==> config.mk <==
export PLATFORM = sky130hd
export DESIGN_NAME = link_recovery_supervisor
export DESIGN_NICKNAME = d
export VERILOG_FILES = /design/src/hdl/lrs_pkg.sv /design/src/hdl/lrs_step.sv /design/src/hdl/link_recovery_supervisor.sv
export SDC_FILE = /design/constraint.sdc
export NUM_CORES = 1
export LEC_CHECK = 0
export ABC_AREA = 1
export BUFFER_PORTS_ARGS = -buffer_cell sky130_fd_sc_hd__clkbuf_2
export CAP_MARGIN = 20
export CORE_MARGIN = 3
export CORE_UTILIZATION = 48
export DETAILED_ROUTE_END_ITERATION = 10
export PLACE_DENSITY_LB_ADDON = 0.12
export SLEW_MARGIN = 15
export SYNTH_ARGS = -nofsm -noshare
export SYNTH_HDL_FRONTEND = slang
export SYNTH_SLANG_ARGS = --single-unit
==> constraint.sdc <==
create_clock -name i_clk -period 5.45 [get_ports i_clk]
set_input_delay 0.545 -clock i_clk [delete_from_list [all_inputs] [get_ports i_clk]]
set_output_delay 0.545 -clock i_clk [all_outputs]
set_load 0.01 [all_outputs]
==> src/hdl/lrs_pkg.sv <==
`timescale 1ns / 1ps
// ----------------------------------------------------------------------------
// lrs_pkg
// Types, codes and reset values shared by the link recovery supervisor.
// ----------------------------------------------------------------------------
package lrs_pkg;

    localparam int unsigned TS_W    = 32;
    localparam int unsigned CNT_W   = 8;
    localparam int unsigned CMD_W   = 2;
    localparam int unsigned LINK_W  = 2;
    localparam int unsigned CFG_IDX_W = 3;
    localparam int unsigned CFG_DATA_W = 32;
    localparam int unsigned S_TDATA_W = 40;
    localparam int unsigned S_TUSER_W = 2;
    localparam int unsigned M_TDATA_W = 16;

    localparam logic [TS_W-1:0] HEALTH_INTERVAL_MS = 32'd300000;

    // commands
    localparam logic [CMD_W-1:0] CMD_TICK    = 2'd0;
    localparam logic [CMD_W-1:0] CMD_BEGIN   = 2'd1;
    localparam logic [CMD_W-1:0] CMD_PUBLISH = 2'd2;

    // link states
    localparam logic [LINK_W-1:0] LINK_RADIO_DOWN  = 2'd0;
    localparam logic [LINK_W-1:0] LINK_INET_DOWN   = 2'd1;
    localparam logic [LINK_W-1:0] LINK_BROKER_DOWN = 2'd2;
    localparam logic [LINK_W-1:0] LINK_UP          = 2'd3;

    // configuration register indexes
    localparam logic [CFG_IDX_W-1:0] CFG_RADIO_RETRY    = 3'd0;
    localparam logic [CFG_IDX_W-1:0] CFG_INET_RETRY     = 3'd1;
    localparam logic [CFG_IDX_W-1:0] CFG_INET_CHECK     = 3'd2;
    localparam logic [CFG_IDX_W-1:0] CFG_BROKER_RETRY   = 3'd3;
    localparam logic [CFG_IDX_W-1:0] CFG_WATCHDOG       = 3'd4;
    localparam logic [CFG_IDX_W-1:0] CFG_BROKER_LIMIT   = 3'd5;
    localparam logic [CFG_IDX_W-1:0] CFG_RADIO_LIMIT    = 3'd6;
    localparam logic [CFG_IDX_W-1:0] CFG_BROKER_TOTAL   = 3'd7;

    // configuration reset values
    localparam logic [TS_W-1:0]  RST_RADIO_RETRY  = 32'd30000;
    localparam logic [TS_W-1:0]  RST_INET_RETRY   = 32'd10000;
    localparam logic [TS_W-1:0]  RST_INET_CHECK   = 32'd300000;
    localparam logic [TS_W-1:0]  RST_BROKER_RETRY = 32'd10000;
    localparam logic [TS_W-1:0]  RST_WATCHDOG     = 32'd600000;
    localparam logic [CNT_W-1:0] RST_BROKER_LIMIT = 8'd3;
    localparam logic [CNT_W-1:0] RST_RADIO_LIMIT  = 8'd3;
    localparam logic [CNT_W-1:0] RST_BROKER_TOTAL = 8'd9;

    localparam logic [CNT_W-1:0] CNT_MAX = '1;

    typedef struct packed {
        logic [TS_W-1:0]  radio_retry_ms;
        logic [TS_W-1:0]  internet_retry_ms;
        logic [TS_W-1:0]  internet_check_ms;
        logic [TS_W-1:0]  broker_retry_ms;
        logic [TS_W-1:0]  watchdog_ms;
        logic [CNT_W-1:0] broker_fail_limit;
        logic [CNT_W-1:0] radio_fail_limit;
        logic [CNT_W-1:0] broker_total_limit;
    } t_cfg;

    typedef struct packed {
        logic [LINK_W-1:0] link_state;
        logic [TS_W-1:0]   last_radio_try;
        logic [TS_W-1:0]   last_internet_test;
        logic [TS_W-1:0]   last_broker_try;
        logic [TS_W-1:0]   last_health;
        logic [TS_W-1:0]   last_publish_ok;
        logic [CNT_W-1:0]  radio_fail_run;
        logic [CNT_W-1:0]  broker_fail_run;
        logic [CNT_W-1:0]  broker_fail_total;
    } t_state;

    typedef struct packed {
        logic              broker_connect_ok;
        logic              internet_ok;
        logic              modem_reboot_ok;
        logic              radio_connect_ok;
        logic              broker_up;
        logic              radio_up;
        logic [TS_W-1:0]   now_ms;
        logic [CMD_W-1:0]  cmd;
    } t_item;

    // packed with conn_state in the lowest bits
    typedef struct packed {
        logic              broker_ready;
        logic              internet_ready;
        logic              health_report;
        logic              restart_request;
        logic              try_broker_connect;
        logic              try_internet_test;
        logic              try_modem_reboot;
        logic              try_radio_connect;
        logic [LINK_W-1:0] conn_state;
    } t_result;

    localparam int unsigned RESULT_W = $bits(t_result);

    function automatic logic is_due(input logic [TS_W-1:0] now,
                                    input logic [TS_W-1:0] last,
                                    input logic [TS_W-1:0] iv);
        logic [TS_W-1:0] diff;
        diff = now - last;
        return (last == '0) || (diff >= iv);
    endfunction

    function automatic logic [CNT_W-1:0] sat_inc(input logic [CNT_W-1:0] v);
        return (v == CNT_MAX) ? v : v + CNT_W'(1);
    endfunction

endpackage

==> src/hdl/lrs_step.sv <==
`timescale 1ns / 1ps
// ----------------------------------------------------------------------------
// lrs_step
// Next state and result of one event, given the current supervisor state.
// ----------------------------------------------------------------------------
module lrs_step #(
    parameter logic [lrs_pkg::TS_W-1:0] HEALTH_IV_MS = lrs_pkg::HEALTH_INTERVAL_MS
) (
    input  lrs_pkg::t_state  i_state,
    input  lrs_pkg::t_cfg    i_cfg,
    input  lrs_pkg::t_item   i_item,
    output lrs_pkg::t_state  o_state,
    output lrs_pkg::t_result o_result
);
    import lrs_pkg::*;

    logic [CNT_W-1:0] radio_run_inc;
    logic [CNT_W-1:0] broker_run_inc;
    logic [CNT_W-1:0] broker_tot_inc;
    logic             radio_due;
    logic             inet_due;
    logic             broker_due;
    logic             check_due;
    logic             wdog_due;
    logic             health_due;

    assign radio_run_inc  = sat_inc(i_state.radio_fail_run);
    assign broker_run_inc = sat_inc(i_state.broker_fail_run);
    assign broker_tot_inc = sat_inc(i_state.broker_fail_total);

    assign radio_due  = is_due(i_item.now_ms, i_state.last_radio_try, i_cfg.radio_retry_ms);
    assign inet_due   = is_due(i_item.now_ms, i_state.last_internet_test,
                               i_cfg.internet_retry_ms);
    assign broker_due = is_due(i_item.now_ms, i_state.last_broker_try, i_cfg.broker_retry_ms);
    assign check_due  = is_due(i_item.now_ms, i_state.last_internet_test,
                               i_cfg.internet_check_ms);
    assign wdog_due   = is_due(i_item.now_ms, i_state.last_publish_ok, i_cfg.watchdog_ms);
    assign health_due = is_due(i_item.now_ms, i_state.last_health, HEALTH_IV_MS);

    always_comb begin
        o_state  = i_state;
        o_result = '0;
        case (i_item.cmd)
            CMD_BEGIN: begin
                if (i_item.radio_up) begin
                    o_state.link_state         = LINK_INET_DOWN;
                    o_state.last_internet_test = '0;
                end else begin
                    o_state.link_state     = LINK_RADIO_DOWN;
                    o_state.last_radio_try = '0;
                end
                o_state.last_publish_ok = i_item.now_ms;
            end
            CMD_PUBLISH: begin
                o_state.last_publish_ok = i_item.now_ms;
            end
            CMD_TICK: begin
                case (i_state.link_state)
                    LINK_RADIO_DOWN: begin
                        if (radio_due) begin
                            o_state.last_radio_try     = i_item.now_ms;
                            o_result.try_radio_connect = 1'b1;
                            if (i_item.radio_connect_ok) begin
                                o_state.link_state         = LINK_INET_DOWN;
                                o_state.last_internet_test = '0;
                                o_state.last_broker_try    = '0;
                                o_state.radio_fail_run     = '0;
                            end else begin
                                o_state.radio_fail_run = radio_run_inc;
                                // escalate to a modem reboot once the run reaches the limit
                                if (radio_run_inc >= i_cfg.radio_fail_limit) begin
                                    o_result.try_modem_reboot = 1'b1;
                                    if (i_item.modem_reboot_ok) begin
                                        o_state.link_state         = LINK_INET_DOWN;
                                        o_state.last_internet_test = '0;
                                        o_state.last_broker_try    = '0;
                                        o_state.radio_fail_run     = '0;
                                    end
                                end
                            end
                        end
                    end
                    LINK_INET_DOWN: begin
                        if (!i_item.radio_up) begin
                            o_state.link_state     = LINK_RADIO_DOWN;
                            o_state.last_radio_try = '0;
                        end else if (inet_due) begin
                            o_state.last_internet_test = i_item.now_ms;
                            o_result.try_internet_test = 1'b1;
                            if (i_item.internet_ok) begin
                                o_state.link_state      = LINK_BROKER_DOWN;
                                o_state.last_broker_try = '0;
                                o_state.broker_fail_run = '0;
                            end
                        end
                    end
                    LINK_BROKER_DOWN: begin
                        if (!i_item.radio_up) begin
                            o_state.link_state     = LINK_RADIO_DOWN;
                            o_state.last_radio_try = '0;
                        end else if (broker_due) begin
                            o_state.last_broker_try     = i_item.now_ms;
                            o_result.try_broker_connect = 1'b1;
                            if (i_item.broker_connect_ok) begin
                                o_state.link_state      = LINK_UP;
                                o_state.broker_fail_run = '0;
                            end else begin
                                o_state.broker_fail_run   = broker_run_inc;
                                o_state.broker_fail_total = broker_tot_inc;
                                if (broker_run_inc >= i_cfg.broker_fail_limit) begin
                                    o_state.link_state         = LINK_INET_DOWN;
                                    o_state.last_internet_test = '0;
                                    o_state.broker_fail_run    = '0;
                                end
                                if (broker_tot_inc >= i_cfg.broker_total_limit) begin
                                    o_result.restart_request = 1'b1;
                                end
                            end
                        end
                    end
                    LINK_UP: begin
                        if (!i_item.radio_up) begin
                            o_state.link_state     = LINK_RADIO_DOWN;
                            o_state.last_radio_try = '0;
                        end else if (!i_item.broker_up) begin
                            o_state.link_state      = LINK_BROKER_DOWN;
                            o_state.last_broker_try = '0;
                            o_state.broker_fail_run = '0;
                        end else if (check_due && !i_item.internet_ok) begin
                            // failed periodic check drops out before watchdog and health
                            o_result.try_internet_test = 1'b1;
                            o_state.link_state         = LINK_INET_DOWN;
                            o_state.last_internet_test = '0;
                        end else begin
                            if (check_due) begin
                                o_result.try_internet_test = 1'b1;
                                o_state.last_internet_test = i_item.now_ms;
                            end
                            o_result.restart_request = wdog_due;
                            if (health_due) begin
                                o_state.last_health    = i_item.now_ms;
                                o_result.health_report = 1'b1;
                            end
                        end
                    end
                    default: begin
                        o_state = i_state;
                    end
                endcase
            end
            default: begin
                o_state = i_state;
            end
        endcase

        o_result.conn_state     = o_state.link_state;
        o_result.internet_ready = o_state.link_state[1];
        o_result.broker_ready   = (o_state.link_state == LINK_UP) && i_item.broker_up;
    end

endmodule

==> src/hdl/link_recovery_supervisor.sv <==
`timescale 1ns / 1ps
// ----------------------------------------------------------------------------
// link_recovery_supervisor
// Four-state radio / internet / broker recovery supervisor with retry
// pacing, failure escalation, publish watchdog and health reporting.
// ----------------------------------------------------------------------------
//  channel   dir  beat contents (lowest bit first)
//  s_axis    in   tuser: cmd[1:0]; tdata: now_ms, radio_up, broker_up,
//                 radio_connect_ok, modem_reboot_ok, internet_ok, broker_connect_ok
//  m_axis    out  tdata: conn_state, try_radio_connect, try_modem_reboot,
//                 try_internet_test, try_broker_connect, restart_request,
//                 health_report, internet_ready, broker_ready
//  cfg       in   write enable, register index, write data; no read-back
//
// one beat per cycle sustained while m_axis is ready; an accepted input beat
// passes the input register, then step logic into the result register.
// supervisor state updates in the same edge that loads the result register.
// reset clears the link state, timers and counters and restores register
// defaults. a stalled result holds the step; one more input beat is absorbed.
// ----------------------------------------------------------------------------
module link_recovery_supervisor #(
    parameter logic [lrs_pkg::TS_W-1:0] HEALTH_IV_MS = lrs_pkg::HEALTH_INTERVAL_MS
) (
    input  logic                          i_clk,
    input  logic                          i_rst_n,
    input  logic                          s_axis_tvalid,
    output logic                          s_axis_tready,
    // now_ms, radio_up, broker_up, radio_connect_ok, modem_reboot_ok,
    // internet_ok, broker_connect_ok, zero fill
    input  logic [lrs_pkg::S_TDATA_W-1:0] s_axis_tdata,
    // cmd
    input  logic [lrs_pkg::S_TUSER_W-1:0] s_axis_tuser,
    output logic                          m_axis_tvalid,
    input  logic                          m_axis_tready,
    // conn_state, try_radio_connect, try_modem_reboot, try_internet_test,
    // try_broker_connect, restart_request, health_report, internet_ready,
    // broker_ready, zero fill
    output logic [lrs_pkg::M_TDATA_W-1:0] m_axis_tdata,
    input  logic                          i_cfg_wen,
    input  logic [lrs_pkg::CFG_IDX_W-1:0] i_cfg_idx,
    input  logic [lrs_pkg::CFG_DATA_W-1:0] i_cfg_wdata
);
    import lrs_pkg::*;

    localparam int unsigned ITEM_W = $bits(t_item);

    t_cfg    r_cfg;
    t_state  r_state;
    t_state  n_state;
    t_item   r_in_item;
    logic    r_in_valid;
    t_result r_out;
    t_result n_out;
    logic    r_out_valid;
    logic    advance;

    assign advance       = r_in_valid && (!r_out_valid || m_axis_tready);
    assign s_axis_tready = !r_in_valid || advance;
    assign m_axis_tvalid = r_out_valid;
    assign m_axis_tdata  = {{(M_TDATA_W - RESULT_W){1'b0}}, r_out};

    lrs_step #(
        .HEALTH_IV_MS (HEALTH_IV_MS)
    ) u_step (
        .i_state  (r_state),
        .i_cfg    (r_cfg),
        .i_item   (r_in_item),
        .o_state  (n_state),
        .o_result (n_out)
    );

    always_ff @(posedge i_clk) begin
        if (!i_rst_n) begin
            r_cfg.radio_retry_ms     <= RST_RADIO_RETRY;
            r_cfg.internet_retry_ms  <= RST_INET_RETRY;
            r_cfg.internet_check_ms  <= RST_INET_CHECK;
            r_cfg.broker_retry_ms    <= RST_BROKER_RETRY;
            r_cfg.watchdog_ms        <= RST_WATCHDOG;
            r_cfg.broker_fail_limit  <= RST_BROKER_LIMIT;
            r_cfg.radio_fail_limit   <= RST_RADIO_LIMIT;
            r_cfg.broker_total_limit <= RST_BROKER_TOTAL;
        end else if (i_cfg_wen) begin
            case (i_cfg_idx)
                CFG_RADIO_RETRY:  r_cfg.radio_retry_ms     <= i_cfg_wdata;
                CFG_INET_RETRY:   r_cfg.internet_retry_ms  <= i_cfg_wdata;
                CFG_INET_CHECK:   r_cfg.internet_check_ms  <= i_cfg_wdata;
                CFG_BROKER_RETRY: r_cfg.broker_retry_ms    <= i_cfg_wdata;
                CFG_WATCHDOG:     r_cfg.watchdog_ms        <= i_cfg_wdata;
                CFG_BROKER_LIMIT: r_cfg.broker_fail_limit  <= i_cfg_wdata[CNT_W-1:0];
                CFG_RADIO_LIMIT:  r_cfg.radio_fail_limit   <= i_cfg_wdata[CNT_W-1:0];
                CFG_BROKER_TOTAL: r_cfg.broker_total_limit <= i_cfg_wdata[CNT_W-1:0];
                default: begin
                    r_cfg <= r_cfg;
                end
            endcase
        end
    end

    always_ff @(posedge i_clk) begin
        if (!i_rst_n) begin
            r_state     <= '0;
            r_in_valid  <= 1'b0;
            r_out_valid <= 1'b0;
        end else begin
            if (s_axis_tvalid && s_axis_tready) begin
                r_in_valid <= 1'b1;
            end else if (advance) begin
                r_in_valid <= 1'b0;
            end
            if (advance) begin
                r_state     <= n_state;
                r_out_valid <= 1'b1;
            end else if (m_axis_tready) begin
                r_out_valid <= 1'b0;
            end
        end
    end

    // payload registers
    always_ff @(posedge i_clk) begin
        if (s_axis_tvalid && s_axis_tready) begin
            r_in_item <= t_item'({s_axis_tdata[ITEM_W-CMD_W-1:0], s_axis_tuser});
        end
        if (advance) begin
            r_out <= n_out;
        end
    end

`ifndef SYNTHESIS
    a_ready_flag: assert property (@(posedge i_clk) disable iff (!i_rst_n)
        r_out_valid |-> (r_out.internet_ready == r_out.conn_state[1]))
        else $error("internet_ready disagrees with conn_state");

    a_broker_ready: assert property (@(posedge i_clk) disable iff (!i_rst_n)
        (r_out_valid && r_out.broker_ready) |-> (r_out.conn_state == LINK_UP))
        else $error("broker_ready outside fully connected state");

    a_one_attempt: assert property (@(posedge i_clk) disable iff (!i_rst_n)
        r_out_valid |-> $onehot0({r_out.try_radio_connect | r_out.try_modem_reboot,
                                  r_out.try_internet_test, r_out.try_broker_connect}))
        else $error("attempts of more than one layer in one step");

    a_state_hold: assert property (@(posedge i_clk) disable iff (!i_rst_n)
        !advance |=> $stable(r_state))
        else $error("supervisor state changed without a step");
`endif

endmodule

Yosys cells after proc, flatten, opt, wreduce, memory -nomap -nowiden
Cells that the tools add are included.
{ "classes": {"add_sub_neg": 8, "n_bitwise": 8, "eq_ne": 39, "n_lt_le_gt_ge": 9, "muxes": 76, "n_reduce_logical": 48} }
{ "ops": {"columns": ["operator", "n"], "rows": [
  ["two-way mux 64 bit", 7],
  ["one-hot mux 98 bit (4 select lines)", 1],
  ["two-way mux 32 bit", 12],
  ["greater-or-equal comparator 32 bit", 5],
  ["logical NOT 32 bit", 5],
  ["subtractor 32 bit", 5],
  ["one-hot mux 66 bit (2 select lines)", 1],
  ["two-way mux 8 bit", 14],
  ["two-way mux 98 bit", 1],
  ["two-way mux 96 bit", 1],
  ["greater-or-equal comparator 32 x 19 -> 1 bit (second input constant)", 1],
  ["two-way mux 16 bit", 2],
  ["two-way mux 2 bit", 15],
  ["adder 8 x 1 -> 8 bit (second input constant)", 3],
  ["== test 8 bit (second input constant)", 3],
  ["greater-or-equal comparator 8 bit", 3],
  ["one-hot mux 8 bit (3 select lines)", 1],
  ["AND reduction 2 bit", 10],
  ["two-way mux 1 bit", 19],
  ["inequality test 3 bit (second input constant)", 6],
  ["inequality test 3 x 2 -> 1 bit (second input constant)", 5],
  ["AND reduction 15 bit", 1],
  ["== test 3 bit (second input constant)", 4],
  ["inequality test 2 bit (second input constant)", 6],
  ["26 further kinds", 57]
]} }
{ "word_totals": {"elab_cells": 224, "out_inout_bits": 18, "reg_bits": 422, "input_bits": 82} }

Logic depth before layout (Yosys ltp)
Gate-level depths: netlist (run 1).
{ "logic_depth": {"ltp_word": 11, "mapped_depth": 31, "depth_no_buf": 30} }

Hierarchy
A second synthesis (run 1) with hierarchy kept.
{ "hier_totals": {"hier_cells": 5770, "hier_area_um2": 35984.5} }
{ "modules_own_cells": {"columns": ["module", "area_each_um2", "cells_per_inst", "seq_area_each_um2", "n_inst"], "rows": [
  ["lrs_step", 19697.6, 3681, 0.0, 1],
  ["link_recovery_supervisor", 16286.9, 2089, 8948.6, 1]
]} }

Least setup slack after synthesis (run 1)
No wires, ideal clock.
{ "synth_path": {"path_type": "register -> register", "from": "register r_in_item[2] (netlist name)", "to": "register r_state[57] (netlist name)", "required_time_ns": 5.340, "synth_period_minus_slack_ns": 4.397, "path_buffers": 1, "arrival_ns": 4.287, "setup_time_ns": 0.110, "stages_incl_launch_ff": 31, "setup_slack_ns": 1.053, "cell_sequence": "edfxtp_1 > inv_1 > ha_1 > inv_1 > fa_1 > nand3_1 > nand2_1 > a21boi_0 > o21ai_0 > a21oi_1 > inv_1 > nand2_1 > nand2_1 > a21oi_1 > o21ai_0 > xor2_1 > ha_1 > nand2_1 > o21ai_0 > a21oi_1 > or2_1 > nand2_1 > nor2_1 > nand2_1 > nand2_1 > nand3_1 > nor2_1 > buf_2 > nand4_1 > nand2_1 > nor2_1"} }
{ "synth_via": {"elab_chain_len": 6, "word_cells_on_any_way": 9, "cone_classes": "2 x add/sub; 2 x order compare; 1 x bitwise; 4 x reduce/logical"} }
{ "synth_rtl": {"columns": ["element", "line", "text"], "rows": [
  ["start: declaration", "link_recovery_supervisor.sv:50", "t_item r_in_item;"],
  ["start signal: assignment", "link_recovery_supervisor.sv:122", "r_in_item <= t_item'({s_axis_tdata[ITEM_W-CMD_W-1:0], s_axis_tuser});"],
  ["subtractor 32 bit", "lrs_pkg.sv:106", "diff = now - last;"],
  ["greater-or-equal comparator 32 bit", "lrs_pkg.sv:107", "return (last == '0) || (diff >= iv);"],
  ["logical OR 1 bit", "lrs_pkg.sv:107", null],
  ["logical AND 1 bit", "lrs_step.sv:129", "end else if (check_due && !i_item.internet_ok) begin"],
  ["inverter 1 bit (no source line)", null, null],
  ["AND reduction 7 bit (no source line) (*)", null, null],
  ["end signal: assignment", "link_recovery_supervisor.sv:111", "r_state <= n_state;"],
  ["end: declaration", "link_recovery_supervisor.sv:48", "t_state r_state;"]
]} }
Every way passes the cells marked *; elsewhere a longest branch is shown, timed or not.
A chain may end at the register's enable or synchronous reset.

Final worst setup path (run 1)
{ "layout_path": {"from": "register r_in_item[2] (netlist name)", "to": "register r_state[144] (netlist name)"} }
{ "layout_via": {"elab_chain_len": 9, "word_cells_on_any_way": 22, "cone_classes": "3 x add/sub; 4 x order compare; 4 x eq/ne; 5 x mux; 6 x reduce/logical"} }
{ "layout_rtl": {"columns": ["element", "line", "text"], "rows": [
  ["subtractor 32 bit", "lrs_pkg.sv:106", null],
  ["greater-or-equal comparator 32 bit", "lrs_pkg.sv:107", null],
  ["logical OR 1 bit", "lrs_pkg.sv:107", null],
  ["logical AND 1 bit", "lrs_step.sv:129", null],
  ["two-way mux 32 bit", "lrs_step.sv:129", null],
  ["two-way mux 32 bit", "lrs_step.sv:125", "end else if (!i_item.broker_up) begin"],
  ["two-way mux 96 bit", "lrs_step.sv:122", "if (!i_item.radio_up) begin"],
  ["one-hot mux 98 bit (4 select lines)", "lrs_step.sv:58", "case (i_state.link_state)"],
  ["one-hot mux 66 bit (2 select lines)", "lrs_step.sv:43", "case (i_item.cmd)"]
]} }
Several ways; a longest one is shown, not always the timed one. The select of a mux whose other input is x is not followed.

==> flow_summary.json, run 1 <==
{
  "crit_fanout": 32,
  "ant_nets": 0,
  "drt-pass1-iter-count": 8,
  "fin_area_mm2": 0.0339,
  "place_congestion": 0.921,
  "p_switching_mw": 2.83,
  "cp_slowest_cell": "edfxtp_1",
  "die_width_um": 256,
  "start_util": 0.490,
  "syn_area_mm2": 0.0299,
  "first_iter_violations": 1677,
  "rr_worst_depth": 34,
  "grt_max_degree": 227,
  "synth_top_area_frac": 0.249,
  "rr_startpoint": "r_in_item[2]$_DFFE_PP_",
  "dieArea_mm2": 0.0653,
  "p_clk_frac": 0.381,
  "use_met1": 0.336,
  "pwr-share-seq": 0.369,
  "drive_above_1_share": 0.0818,
  "grt_pass1_vias": 26600,
  "leakagePower_nw": 15.2,
  "use_met3": 0.0328,
  "r2r-end": "r_state[144]$_SDFFE_PN0P_",
  "ys_ff_latch": 421,
  "grt_usage": 0.256,
  "cts_num_sinks": 421,
  "place_inst": 5242,
  "power_mw": 9.01,
  "crit_path_end_kind": "flop",
  "period_minus_slack_ps": 5080,
  "cp.required_ps": 5950,
  "top_usage_layer": "met2",
  "final_nets": 4906,
  "core_area_mm2": 0.0610,
  "place_area_mm2": 0.0321,
  "cts_max_path_buffers": 3,
  "h-tree-depth": 2,
  "fin_skew_ps": 38.7,
  "min_period_over_period": 0.933,
  "crit_family": "simple AND/OR/NAND/NOR gates",
  "setup_viol": 0,
  "path_depth": 34,
  "syn2layout_area_growth_pct": 13.4,
  "pre_cts_slack_ps": -54.9,
  "maxCapViolations": 0,
  "ys_seq_area_frac": 0.298,
  "yosysMostFrequentCell": "nand2_1",
  "clk_pin_slew_ps": 60,
  "ys_top_cells_by_count": "742 x nand2_1, 713 x inv_1, 504 x a21oi_1",
  "p_comb_frac": 0.250,
  "antenna_found_initial": 2,
  "hpwl_mm": 67.1,
  "grt_pass1_wl_mm": 137,
  "num_io_pins": 100,
  "setup_slack_ps": 365,
  "criticalPathCategory": "flop to flop",
  "numCtsBuffers": 50,
  "synthArstFlopShare": 0,
  "fin_cells": 5341,
  "whs_ps": 114,
  "worstSetupStartpointType": "flop",
  "avgSynthCellArea_um2": 6.93,
  "p_int_mw": 6.18,
  "hold_path_class": "primary input to flop",
  "hold_path_end": "r_in_item[19]$_DFFE_PP_",
  "synth_cell_types": 52,
  "reg2reg_setup_slack_ps": 370,
  "grt-ovfl-total": 0,
  "ys.flop_type": "dfxtp_1",
  "worst_pin_slew_ps": 1040,
  "power.density_mw_per_mm2": 266,
  "routed_wl_mm": 85.9,
  "max-slew-margin-rel": 0.301,
  "finalHoldViolCount": 0,
  "vias_per_cell": 5.24,
  "drv_slew": 0,
  "outcome": "finished clean",
  "yosys.area.top_type": "dfxtp_1",
  "synth.area.top_cells": "dfxtp_1 25%, ha_1 14%, nand2_1 9.3%, inv_1 8.9%, a21oi_1 8.4%",
  "slowest_delay_ps": 400,
  "ir_drop_v": 0.000210,
  "fp.dieH_um": 256,
  "clockRootBuffer": "clkbuf_16",
  "rows": 90,
  "wire_per_inst_um": 16.1,
  "min_from": "s_axis_tdata[17]",
  "hold_path_depth": 1,
  "worst_ep_arrival_time_ps": 5580,
  "drc": 0,
  "port_buffers": 91,
  "cts_tree": "yes",
  "met2_usage": 0.439,
  "timing.critical_path.buf_inv": 8,
  "max_clock_freq_ghz": 0.197,
  "cp_common_cell": "nand2_1",
  "ys_warn_count": 0,
  "postSynthCellCount": 4319,
  "synth-edff-count": 49,
  "switching_share": 0.314,
  "vias": 28000,
  "clock_latency_ps": 610
}
cells in the final DEF (no fill, tap or decap), types with 133 or more instances in the layout:
| master | count |
|---|---|
| nand2_1 | 741 |
| o21ai_0 | 340 |
| a21oi_1 | 500 |
| nor2_1 | 356 |
| nand4_1 | 138 |
| nand3_1 | 178 |
| inv_1 | 710 |
| ha_1 | 344 |
| buf_4 | 133 |
| dfxtp_1 | 372 |
kinds of logic after synthesis:
group	count (synthesis)	share of synthesized area
xor gates and xnor gates	142	0.0416
buffers and inverters	868	0.112
adders and majority gates	349	0.147
AOI/OAI and AO/OA	1016	0.184
and+or+nand+nor	1522	0.218
other	1	0.000125
DFF	421	0.298
power groups by stage:
stage / Clock (mW) / Combinational, mW / Sequential [mW]
floorplan: 0 / 1.53 / 3.37
global placement: 0 / 2.19 / 3.39
detailed placement: 0 / 2.22 / 3.39
CTS: 3.51 / 2.23 / 3.32
global route: 3.61 / 2.58 / 3.33
finish: 3.43 / 2.25 / 3.32
worst reg2reg max path: cells and delay by family, from the launching register on:
family | cells | cell delay [ps]
AO/OA/AOI/OAI | 5 | 650
XOR/XNOR | 1 | 160
adder cells (fa/ha/maj) | 3 | 790
buffers and inverters | 8 | 1090
flip-flops | 1 | 400
AND/OR/NAND/NOR | 17 | 1880
flip-flops by register name (all words and copies together), names as in the netlist:
name,count
r_state,186
r_in_valid,1
m_axis_tdata,9
r_in_item,40
m_axis_tvalid,1
r_cfg,184
metrics by stage:
stage / util / TNS (ps)
6_report: 0.556 / 0
5_1_grt: 0.555 / -119
4_1_cts: 0.553 / 0
3_5_place_dp: 0.525 / -886
3_3_place_gp: 0.525 / -3760
2_1_floorplan: - / 0
worst max-delay path by stage:
stage | start | end | slack, ps
after floorplan | r_in_item[2]$_DFFE_PP_ | r_state[57]$_SDFFE_PN0P_ | 1050
after global placement | r_in_item[2]$_DFFE_PP_ | r_state[149]$_SDFFE_PN0P_ | -130
after detailed placement | r_in_item[2]$_DFFE_PP_ | r_state[144]$_SDFFE_PN0P_ | -50
after CTS | r_in_item[2]$_DFFE_PP_ | r_state[112]$_SDFFE_PN0P_ | 100
after global routing | r_in_item[2]$_DFFE_PP_ | r_state[128]$_SDFFE_PN0P_ | -30
final | r_in_item[2]$_DFFE_PP_ | r_state[144]$_SDFFE_PN0P_ | 370
per-layer routing:
metal  vias to the layer above  share of wire  wire (um)
met2                       564           0.46      39900
met1                     12700           0.46      39500
met4                         0          0.028       2370
met5                         -              0          0
li1                      14600              -          -
met3                       120          0.049       4210
repair_timing:
action | in CTS | in global routing
endpoints found under the setup margin | 32 | 115
hold buffers | 0 | 0
gates cloned | 0 | 0
gates resized for setup | 1 | 25
setup buffers | 0 | 7
pin swaps | 0 | 4
hold endpoints to repair | 0 | 0
layout make-up:
type | instances | area (um2)
Tap cell | 828 | 1040
Sequential cell | 421 | 8920
Inverter | 725 | 2730
Fill cell | 6132 | 27100
Antenna cell | 1 | 2.50
Timing Repair Buffer | 242 | 1800
Clock inverter | 18 | 240
Clock buffer | 71 | 1430
Multi-Input combinational cell | 3035 | 17800
No activity file was read; power rests on OpenSTA's default activity.
==> inputs of run 2 (changes only) <==
--- a/config.mk
+++ b/config.mk
@@ -6,10 +6,11 @@
 export NUM_CORES = 1
 export LEC_CHECK = 0
 export ABC_AREA = 1
-export BUFFER_PORTS_ARGS = -buffer_cell sky130_fd_sc_hd__clkbuf_2
+export BUFFER_PORTS_ARGS = -buffer_cell sky130_fd_sc_hd__buf_2
 export CAP_MARGIN = 20
 export CORE_MARGIN = 3
 export CORE_UTILIZATION = 48
+export CTS_BUF_LIST = sky130_fd_sc_hd__clkbuf_8 sky130_fd_sc_hd__clkbuf_16
 export DETAILED_ROUTE_END_ITERATION = 10
 export PLACE_DENSITY_LB_ADDON = 0.12
 export SLEW_MARGIN = 15
==> run 2 against run 1 <==
  * Final area shrank 0.12%
  * Critical endpoint is now r_state[112]$_SDFFE_PN0P_
  * Highest routed layer unchanged
  * Non-clock buffer count fell by 6
  * Largest power group unchanged
  * Clock power barely moved
  * Register-to-register slack gained 20 ps
  * Die area unchanged
  * Count of clock-buffer cells in the layout fell by 6
==> flow_summary.json, run 2 (same netlist as run 1, synthesis figures left out) <==
{
  "outcome": "finished clean",
  "cp.required_ps": 5920,
  "crit_start": "r_in_item[2]$_DFFE_PP_",
  "cts_tree": "yes",
  "cts_max_path_buffers": 3,
  "slowest_delay_ps": 400,
  "criticalPathCategory": "flop to flop",
  "ant_nets": 0,
  "leakagePower_nw": 15.2,
  "place_congestion": 0.922,
  "rr_startpoint": "r_in_item[2]$_DFFE_PP_",
  "cp_slowest_cell": "edfxtp_1",
  "max-slew-margin-rel": 0.204,
  "place_area_mm2": 0.0320,
  "crit_family": "simple AND/OR/NAND/NOR gates",
  "port_buffers": 91,
  "numCtsBuffers": 51,
  "p_comb_frac": 0.248,
  "setup_viol": 0,
  "fin_area_mm2": 0.0339,
  "switching_share": 0.317,
  "crit_fanout": 32,
  "rows": 90,
  "clk_pin_slew_ps": 60,
  "h-tree-depth": 2,
  "drt-pass1-iter-count": 5,
  "hpwl_mm": 66.7,
  "first_iter_violations": 1662,
  "grt-ovfl-total": 0,
  "timing.critical_path.buf_inv": 6,
  "layout_common_cells": "741 x nand2_1, 721 x inv_1, 501 x a21oi_1",
  "drv_slew": 0,
  "grt_max_degree": 267,
  "clockRootBuffer": "clkbuf_16",
  "start_util": 0.490,
  "hold_buffers": 0,
  "vias": 28000,
  "grt_setup_unrepaired": "false",
  "period_minus_slack_ps": 5060,
  "fp.dieH_um": 256,
  "wire_per_inst_um": 16.0,
  "power.density_mw_per_mm2": 266,
  "p_clk_frac": 0.383,
  "p_int_mw": 6.15,
  "dieArea_mm2": 0.0653,
  "worstSetupStartpointType": "flop",
  "drive_above_1_share": 0.0811,
  "antenna_found_initial": 0,
  "max_clock_freq_ghz": 0.198,
  "worst_ep_arrival_time_ps": 5540,
  "final_util": 0.555,
  "reg_top3": "r_state: 186 flops, r_cfg: 184 flops, r_in_item: 40 flops",
  "grt_pass1_wl_mm": 137,
  "final_nets": 4901,
  "drc": 0,
  "vias_per_cell": 5.24,
  "routed_wl_mm": 85.3,
  "largest_reg_flops": 186,
  "cp_common_cell": "nand2_1",
  "final_common_cell": "nand2_1",
  "fin_skew_ps": 28.7,
  "num_io_pins": 100,
  "setup_tns_ps": 0,
  "cts_num_sinks": 421,
  "min_from": "s_axis_tdata[19]",
  "grt_pass1_vias": 26800,
  "p_switching_mw": 2.86,
  "worst_pin_slew_ps": 1190,
  "crit_path_end_kind": "flop",
  "clock_latency_ps": 610,
  "min_period_over_period": 0.929,
  "core_area_mm2": 0.0610,
  "grt_usage": 0.255,
  "pwr-share-seq": 0.369,
  "whs_ps": 112,
  "syn2layout_area_growth_pct": 13.2,
  "top_register": "r_state",
  "maxCapViolations": 0,
  "finalHoldViolCount": 0,
  "hold_path_class": "primary input to flop",
  "ir_drop_v": 0.000233,
  "die_width_um": 256
}
==> run 2: per-layer routing <==
metal	global-route usage	wire length [um]	part of all wire	vias to the layer above
li1	-	-	-	14600
met1	0.339	39400	0.46	12600
met2	0.434	39300	0.46	533
met3	0.0243	3800	0.045	155
met4	0.0846	2810	0.033	0
met5	0	0	0	-
==> run 2: power by group through the flow <==
stage               Clock [mW]  Sequential [mW]  Combinational [mW]
floorplan                    0             3.37                1.53
global placement             0             3.39                2.19
detailed placement           0             3.39                2.22
CTS                       3.53             3.32                2.23
global route              3.63             3.33                2.56
finish                    3.45             3.32                2.24
==> run 2: final cells by class <==
class	count	area (um2)
Tap cell	828	1040
Inverter	725	2720
Multi-Input combinational cell	3035	17700
Antenna cell	1	2.50
Clock inverter	30	208
Fill cell	6137	27200
Timing Repair Buffer	236	1730
Clock buffer	65	1500
Sequential cell	421	8920
==> run 2: stage by stage <==
stage	power [mW]	cells	setup slack, ps
after global routing	9.53	5340	10.2
after detailed placement	5.61	5239	-13.0
after global placement	5.58	5238	-133
final	9.01	5341	387
after floorplan	4.90	4324	1050
after CTS	9.08	5334	86.6
==> run 2: final timing paths <==
check        cells after the start  slack (ps)                         to
max                             31         390  r_state[112]$_SDFFE_PN0P_
min                              1         110    r_in_item[21]$_DFFE_PP_
max reg2reg                     31         390  r_state[112]$_SDFFE_PN0P_
min reg2reg                      2         460    r_cfg[135]$_SDFFE_PN0P_
==> run 2: what timing repair did <==
action                     CTS  global route
gates resized for setup      1            22
setup buffers                0             4
gates cloned                 0             0
pin swaps                    0             3
setup endpoints to repair    9           114
==> inputs of run 3 (changes only) <==
--- a/config.mk
+++ b/config.mk
@@ -5,7 +5,6 @@
 export SDC_FILE = /design/constraint.sdc
 export NUM_CORES = 1
 export LEC_CHECK = 0
-export ABC_AREA = 1
 export BUFFER_PORTS_ARGS = -buffer_cell sky130_fd_sc_hd__buf_2
 export CAP_MARGIN = 20
 export CORE_MARGIN = 3
==> run 3 against run 2 <==
  * The run now ends with setup timing left
  * Critical path type unchanged
  * Wire length increased by 9.2%
  * Maximum frequency decreased by 14%
  * Count of clock-buffer cells in the layout decreased by 8
  * Highest routed layer unchanged
  * Cell count decreased by 11%
  * Synthesized cell count decreased by 16%
  * Core utilization increased by 2.7 points
  * Critical path depth decreased by 2
  * Synthesized area decreased by 1.8%
  * First-iteration DRC count increased by 5.7%
  * Critical endpoint is now r_state[99]$_SDFFE_PN0P_
==> flow_summary.json, run 3 <==
{
  "crit_fanout": 8,
  "drv_slew": 0,
  "vias_per_cell": 5.51,
  "postSynthCellCount": 3643,
  "drt-pass1-iter-count": 5,
  "final_common_cell": "nand2_1",
  "avgSynthCellArea_um2": 8.06,
  "slowest_delay_ps": 410,
  "setup_viol": 160,
  "route.met3.wl_mm": 4.87,
  "crit_start": "r_in_item[2]$_DFFE_PP_",
  "die_width_um": 253,
  "vias": 26200,
  "r2r-end": "r_state[99]$_SDFFE_PN0P_",
  "drt-met1-wl_mm": 42.0,
  "cts_num_sinks": 421,
  "synth_compound_area_frac": 0.205,
  "cp_slowest_cell": "edfxtp_1",
  "synthArstFlopShare": 0,
  "ir_drop_v": 0.000307,
  "ys_warn_count": 0,
  "criticalPathCategory": "flop to flop",
  "dieArea_mm2": 0.0642,
  "core_area_mm2": 0.0605,
  "cts_tree": "yes",
  "maxCapViolations": 0,
  "num_io_pins": 100,
  "rows": 90,
  "clockRootBuffer": "clkbuf_16",
  "synth_cell_types": 84,
  "finalHoldViolCount": 0,
  "yosys.area.top_type": "dfxtp_1",
  "ys_ff_latch": 421,
  "layout_common_cells": "630 x nand2_1, 378 x inv_1, 372 x dfxtp_1",
  "top_register": "r_state",
  "grt_pass1_wl_mm": 143,
  "ys_seq_area_frac": 0.304,
  "start_util": 0.486,
  "yosysMostFrequentCell": "nand2_1",
  "fin_area_mm2": 0.0352,
  "synthAdderAreaFrac": 0.150,
  "power_mw": 8.57,
  "syn2layout_area_growth_pct": 19.9,
  "fp.dieH_um": 253,
  "path_depth": 29,
  "leakagePower_nw": 14.3,
  "grt_max_degree": 150,
  "crit_family": "compound AO/OA/AOI/OAI gates",
  "min_period_over_period": 1.08,
  "grt_pass1_vias": 25000,
  "final_util": 0.582,
  "synth-xor-area-share": 0.0415,
  "met2WireLength_mm": 42.8,
  "hold_path_class": "primary input to flop",
  "cp.required_ps": 5980,
  "timing.critical_path.buf_inv": 6,
  "violations": "setup timing",
  "synth.area.top_cells": "dfxtp_1 25%, ha_1 15%, nand2_1 8.1%, edfxtp_1 5.0%, a21boi_0 4.8%",
  "crit_path_end_kind": "flop",
  "rr_worst_depth": 29,
  "rr_startpoint": "r_in_item[2]$_DFFE_PP_",
  "worst_ep_arrival_time_ps": 6400,
  "max-slew-margin-rel": 0.393,
  "synth_simple_gate_area_share": 0.190,
  "n_fill_cell": 5660,
  "hpwl_mm": 67.5,
  "muxShareOfSynthArea": 0.0398,
  "drive_above_1_share": 0.152,
  "grt_usage": 0.286,
  "place_area_mm2": 0.0321,
  "reg_top3": "r_state: 186 flops, r_cfg: 184 flops, r_in_item: 40 flops",
  "cts_max_path_buffers": 3,
  "clock_latency_ps": 620,
  "synth-edff-count": 49,
  "synth_top_family_by_area": "compound AO/OA/AOI/OAI gates",
  "max_clock_freq_ghz": 0.170,
  "wire_per_inst_um": 19.6,
  "routed_wl_mm": 93.1,
  "first_iter_violations": 1756,
  "grt-ovfl-total": 0,
  "port_buffers": 91,
  "whs_ps": 103,
  "ant_nets": 0,
  "clk_pin_slew_ps": 60,
  "fin_skew_ps": 32.6,
  "top_layer_used": "met4",
  "worstSetupStartpointType": "flop",
  "endpoint": "r_state[99]$_SDFFE_PN0P_",
  "antenna_found_initial": 2,
  "largest_reg_flops": 186,
  "grt_setup_unrepaired": "true",
  "reg2reg_setup_slack_ps": -420,
  "place_congestion": 0.935,
  "h-tree-depth": 2,
  "syn_area_mm2": 0.0294,
  "ys.flop_type": "dfxtp_1",
  "outcome": "complete, but fails checks",
  "ys_top_cells_by_count": "632 x nand2_1, 372 x dfxtp_1, 370 x inv_1",
  "power.density_mw_per_mm2": 243,
  "final_nets": 4359,
  "drc": 0,
  "numCtsBuffers": 51,
  "hold_buffers": 0,
  "setup_slack_ps": -425,
  "period_minus_slack_ps": 5870,
  "worst_pin_slew_ps": 909,
  "synth_top_area_frac": 0.254
}
run 3: changes by cell type after synthesis, sizes merged, moves of 116 or more:
cell	change
o21ai	-241
nor2	-226
a21oi	-323
a21boi	+163
inv	-350
a21o	+116
run 3: area by class of cell:
| type | count | area (um2) | area share |
|---|---|---|---|
| flip-flops and latches | 421 | 8920 | 0.253 |
| diodes | 2 | 5.00 | 0.000142 |
| clock inverters | 38 | 287 | 0.00814 |
| multi-input cells | 2708 | 19100 | 0.543 |
| inverters | 372 | 1400 | 0.0397 |
| repair buffers | 374 | 3150 | 0.0893 |
| clock buffers | 57 | 1370 | 0.0389 |
| well taps | 782 | 978 | 0.0278 |
run 3: cells by family after synthesis:
kind of cell    count (synthesis)
buf+inv                       519
compound gates                876
simple gates                 1222
flops                         421
mux                           116
fa+ha+maj                     349
xor+xnor                      139
other cells                     1
run 3: per-layer routing:
layer / global-route usage / vias to the layer above
li1: - / 13300
met1: 0.383 / 12200
met2: 0.475 / 606
met3: 0.0311 / 160
met4: 0.106 / 0
met5: 0 / -
run 3: worst reg2reg max path: cells and delay by family (launching register included):
family,cells,cell delay (ps)
muxes,1,200
buffers and inverters,6,660
xor gates and xnor gates,1,80
adders and majority gates,3,660
and+or+nand+nor,3,780
DFF,1,410
AOI/OAI and AO/OA,15,3020
run 3: worst min path at each step:
| stage | from | to | slack, ps | cells past startpoint |
|---|---|---|---|---|
| after floorplan | r_cfg[101]$_SDFFE_PN0P_ | r_cfg[101]$_SDFFE_PN0P_ | 440 | 2 |
| after global placement | r_cfg[98]$_SDFFE_PN0P_ | r_cfg[98]$_SDFFE_PN0P_ | 450 | 2 |
| after detailed placement | r_cfg[131]$_SDFFE_PN0P_ | r_cfg[131]$_SDFFE_PN0P_ | 460 | 2 |
| after CTS | s_axis_tdata[37] | r_in_item[39]$_DFFE_PP_ | 70 | 1 |
| after global routing | s_axis_tdata[32] | r_in_item[34]$_DFFE_PP_ | 90 | 1 |
| final | s_axis_tdata[36] | r_in_item[38]$_DFFE_PP_ | 100 | 1 |
run 3: metrics by stage:
step | TNS (ps) | std cells | worst slack, ps
after global routing | -82990 | 4753 | -671
after floorplan | -91.9 | 3648 | -91.9
final | -42570 | 4754 | -425
after detailed placement | -65720 | 4609 | -598
after CTS | -32010 | 4744 | -338
after global placement | -45540 | 4609 | -418
run 3: what timing repair did:
action / CTS / global route
pin swaps: 53 / 68
cloned: 13 / 1
endpoints found under the setup margin: 163 / 163
setup buffers: 27 / 11
gates resized for setup: 120 / 67
run 3: where the power goes:
group | internal [mW] | switching [mW] | total, mW
registers | 3.21 | 0.0615 | 3.27
clock network | 1.98 | 1.42 | 3.41
logic | 0.811 | 1.08 | 1.89
